<file path="src/design/mvt_pkg.sv">
// shared types and constants of the 4x4 matrix by vector transform
package mvt_pkg;

	localparam int NUM_REGS   = 8;
	localparam int NUM_LANES  = 4;
	localparam int REG_W      = 64;
	localparam int COEF_W     = 32;
	localparam int ADDR_W     = 6;
	localparam int PROD_W     = 64;
	localparam int PAIR_W     = 65;
	localparam int SUM_W      = 66;

	// identity matrix after reset
	localparam logic [REG_W-1:0] CFG_RESET [NUM_REGS] = '{
		64'h0000_0000_0001_0000,
		64'h0000_0000_0000_0000,
		64'h0001_0000_0000_0000,
		64'h0000_0000_0000_0000,
		64'h0000_0000_0000_0000,
		64'h0000_0000_0001_0000,
		64'h0000_0000_0000_0000,
		64'h0001_0000_0000_0000
	};

	localparam logic signed [SUM_W-1:0] ROUND_HALF = 66'sh8000;
	localparam logic [COEF_W-1:0] SAT_POS = 32'h7fff_ffff;
	localparam logic [COEF_W-1:0] SAT_NEG = 32'h8000_0000;

	// load enables of the pipeline stages
	typedef struct packed {
		logic en1;
		logic en2;
		logic en3;
		logic en4;
	} mvt_pipe_ctrl_t;

endpackage

</file>
<file path="src/design/mvt_ctrl.sv">
// valid tracking and stall handling of the four stage pipeline
module mvt_ctrl (
	input  logic                    clk,
	input  logic                    arst_n,
	input  logic                    in_valid,
	output logic                    in_stall,
	output logic                    out_valid,
	input  logic                    out_stall,
	output mvt_pkg::mvt_pipe_ctrl_t ctrl
);

	logic v1_q, v2_q, v3_q, v4_q;
	logic rdy1, rdy2, rdy3, rdy4;

	// a stage takes new data when it is empty or its content moves on
	always_comb begin
		rdy4 = ~v4_q | ~out_stall;
		rdy3 = ~v3_q | rdy4;
		rdy2 = ~v2_q | rdy3;
		rdy1 = ~v1_q | rdy2;
	end

	// stage valid bits
	always_ff @(posedge clk or negedge arst_n) begin
		if (!arst_n) begin
			v1_q <= 1'b0;
			v2_q <= 1'b0;
			v3_q <= 1'b0;
			v4_q <= 1'b0;
		end else begin
			if (rdy1) v1_q <= in_valid;
			if (rdy2) v2_q <= v1_q;
			if (rdy3) v3_q <= v2_q;
			if (rdy4) v4_q <= v3_q;
		end
	end

	// data loads only where valid data arrives
	assign ctrl.en1 = rdy1 & in_valid;
	assign ctrl.en2 = rdy2 & v1_q;
	assign ctrl.en3 = rdy3 & v2_q;
	assign ctrl.en4 = rdy4 & v3_q;

	assign in_stall  = ~rdy1;
	assign out_valid = v4_q;

endmodule

</file>
<file path="config.mk">
export PLATFORM = sky130hd
export DESIGN_NAME = mvt_ctrl
export DESIGN_NICKNAME = d
export VERILOG_FILES = /design/src/design/mvt_pkg.sv /design/src/design/mvt_ctrl.sv
export SDC_FILE = /design/constraint.sdc
export NUM_CORES = 1
export LEC_CHECK = 0
export ABC_CLOCK_PERIOD_IN_PS = 1000
export BUFFER_PORTS_ARGS = -buffer_cell sky130_fd_sc_hd__buf_4
export CAP_MARGIN = 20
export CORE_AREA = 2 2 39 41
export DETAILED_ROUTE_END_ITERATION = 10
export DIE_AREA = 0 0 41 43
export PLACE_DENSITY = 0.36
export SYNTH_ARGS = -nofsm -noshare
export SYNTH_HDL_FRONTEND = slang
export SYNTH_SLANG_ARGS = --single-unit
</file>
<file path="constraint.sdc">
create_clock -name clk -period 1 [get_ports clk]
set_input_delay 0.15 -clock clk [delete_from_list [all_inputs] [get_ports clk]]
set_output_delay 0.15 -clock clk [all_outputs]
set_load 0.005 [all_outputs]
</file>
==> results_dict.tcl <==
set metrics [dict create \
    layout_setup_ws_ns -0.2274 \
    drive_gt1_share_pct 62.86 \
    finalCritPeriodShare_pct 122.7 \
    antennaDiodeCount 0 \
    p_per_area_mw_per_mm2 1519 \
    antenna_found_initial 0 \
    synth_area_um2 181.4 \
    slew_headroom_pct 89.64 \
    die_w_um 41 \
    htree_levels 1 \
    ir_drop_mv 0.4619 \
    status "finished with violations" \
    tns_ns -1.182 \
    cp_slowest_stage_delay_ns 0.40 \
    io_pins 10 \
    drt_iter0_drc 1 \
    fp.dieH_um 43 \
    holdWs_ns 0.1060 \
    ys_warn_count 0 \
    crit_chain "buf_6 -> nand4_1 -> nor2_1 -> buf_4" \
    critPathTopFamily "flip-flops" \
    grt_pass1_vias 174 \
    crit_arrival_ns 1.08 \
    cts_root_buf "clkbuf_4" \
    slew_violations 0 \
    rsz0062_at_grt "true" \
    globalRouteOverflowTotal 0 \
    cp_slowest_cell "dfrtp_1" \
    pre_cts_slack_ns -0.01215 \
    startpoint_type "flop" \
    avgSynthCellArea_um2 10.67 \
    io_buffers 9 \
    synth_seq_area_share_pct 55.17 \
    routed_wl_um 468 \
    finalSetupViolCount 7 \
    placementRows 14 \
    skew_ns 0.001450 \
    nets 41 \
    syn_inst 17 \
    start_util_pct 13.11 \
    placed_cell_area_um2 284.0 \
    cts_buffer_depth 2 \
    ys_ff_latch 4 \
    grt_pass1_wl_um 655 \
    worst_setup_path_end_kind "primary output" \
    cp_max_fo 4 \
    dp_hpwl_um 326.6 \
    via_per_inst 3.824 \
    cts_tree "built" \
    gp_congestion 0.6766 \
    insertion_delay_ns 0.23 \
    crit_buf_inv 2 \
    dr.pass1.iters 2 \
    fmax_mhz 814.7 \
    synthToLayoutAreaGrowth_pct 100.7 \
    final_cell_mix "10 x buf_4, 4 x dfrtp_1, 4 x buf_6" \
    cap_violations 0 \
    coreArea_mm2 0.001384 \
    wl_per_cell_um 9.176 \
    criticalPathCategory "flop to primary output" \
    layout_commonest_cell "buf_4" \
    drc 0 \
    ant_nets 0 \
    clkTransAtPathRegs_ns 0.04 \
    worst_hold_path_type "input pin to flop" \
    finalHoldViolCount 0 \
    violations "setup timing" \
    post-route-min-period_ns 1.227 \
    cp.required_ns 0.85 \
    cts_buffers 3 \
    cts_sinks 4 \
    yosysUniqueCellTypes 12 \
    dieArea_mm2 0.001763 \
    grt_usage_pct 6.256 \
    vias 195 \
    grt_max_degree 6 \
    design_area_um2 364.1 \
    leakage_nw 0.1757 \
    worst_pin_slew_ns 0.1554 \
    ff2ff_setup_slack_ns -0.05 \
    synth_nets 21 \
]
[worst paths after layout]
path                                         end  cells past startpoint                  start
max                                     in_stall                      4       v3_q$_DFFE_PN0P_
min                             v1_q$_DFFE_PN0P_                      2               in_valid
max reg2reg                out_valid$_DFFE_PN0P_                      4  out_valid$_DFFE_PN0P_
min reg2reg                     v1_q$_DFFE_PN0P_                      1       v1_q$_DFFE_PN0P_
max in group asynchronous  out_valid$_DFFE_PN0P_                      2                 arst_n
min in group asynchronous       v1_q$_DFFE_PN0P_                      2                 arst_n
[state kept, by name, indices dropped and copies added, names as in the netlist]
signal     flops
v3_q           1
v1_q           1
out_valid      1
v2_q           1
[layout make-up]
class,instances,area [um2]
fillers,159,1020
repair buffers,15,130.1
flip-flops and latches,4,100.1
multi-input cells,12,87.58
clock buffers,3,22.52
well taps,16,20.02
inverters,1,3.754
[stage by stage]
step | total power [W] | util [%] | cells
2_1_floorplan | 0.0002411 | - | 17
3_3_place_gp | 0.0003192 | 20.52 | 44
3_5_place_dp | 0.0003168 | 20.52 | 44
4_1_cts | 0.0005486 | 24.50 | 50
5_1_grt | 0.0005917 | 26.31 | 51
6_report | 0.0005531 | 26.31 | 51
[repair_timing]
action / CTS / global route
endpoints found under the setup margin: 6 / 6
setup buffers: 2 / 1
endpoints found under the hold margin: 4 / 0
hold buffers: 1 / 0
pin swaps: 2 / 1
resized for setup: 4 / 5
[kinds of logic (layout without fill, tap and decap cells)]
| family | Yosys count | after routing | share of synthesized area, % |
|---|---|---|---|
| buffers and inverters | 1 | 19 | 2.067 |
| flip-flops | 4 | 4 | 55.17 |
| AO/OA/AOI/OAI | 4 | 4 | 17.24 |
| AND/OR/NAND/NOR | 8 | 8 | 25.52 |
[where the power goes]
part / switching (W) / internal (W)
sequential: 0.0000150 / 0.000179
combinational: 0.0000563 / 0.000106
clock: 0.0000627 / 0.000134
total: 0.000134 / 0.000419
[synthesized netlist by cell type]
| cell type | number | share of area, % |
|---|---|---|
| a21boi_0 | 2 | 8.3 |
| a21o_1 | 1 | 4.1 |
| a21o_2 | 1 | 4.8 |
| and2_1 | 1 | 3.5 |
| and4_4 | 1 | 6.2 |
| dfrtp_1 | 4 | 55 |
| inv_1 | 1 | 2.1 |
| nand2_1 | 1 | 2.1 |
| nand2b_1 | 1 | 3.5 |
| nand3_1 | 1 | 2.8 |
| nand4_1 | 1 | 3.5 |
| nor2_1 | 2 | 4.1 |
[layer usage]
layer  routed length [um]  track usage (%)
met1                  192            6.863
met2                  236            7.187
met3                   38            4.712
met4                    0            6.000
met5                    0                0
Note: power is estimated with default switching activity, not from simulation.
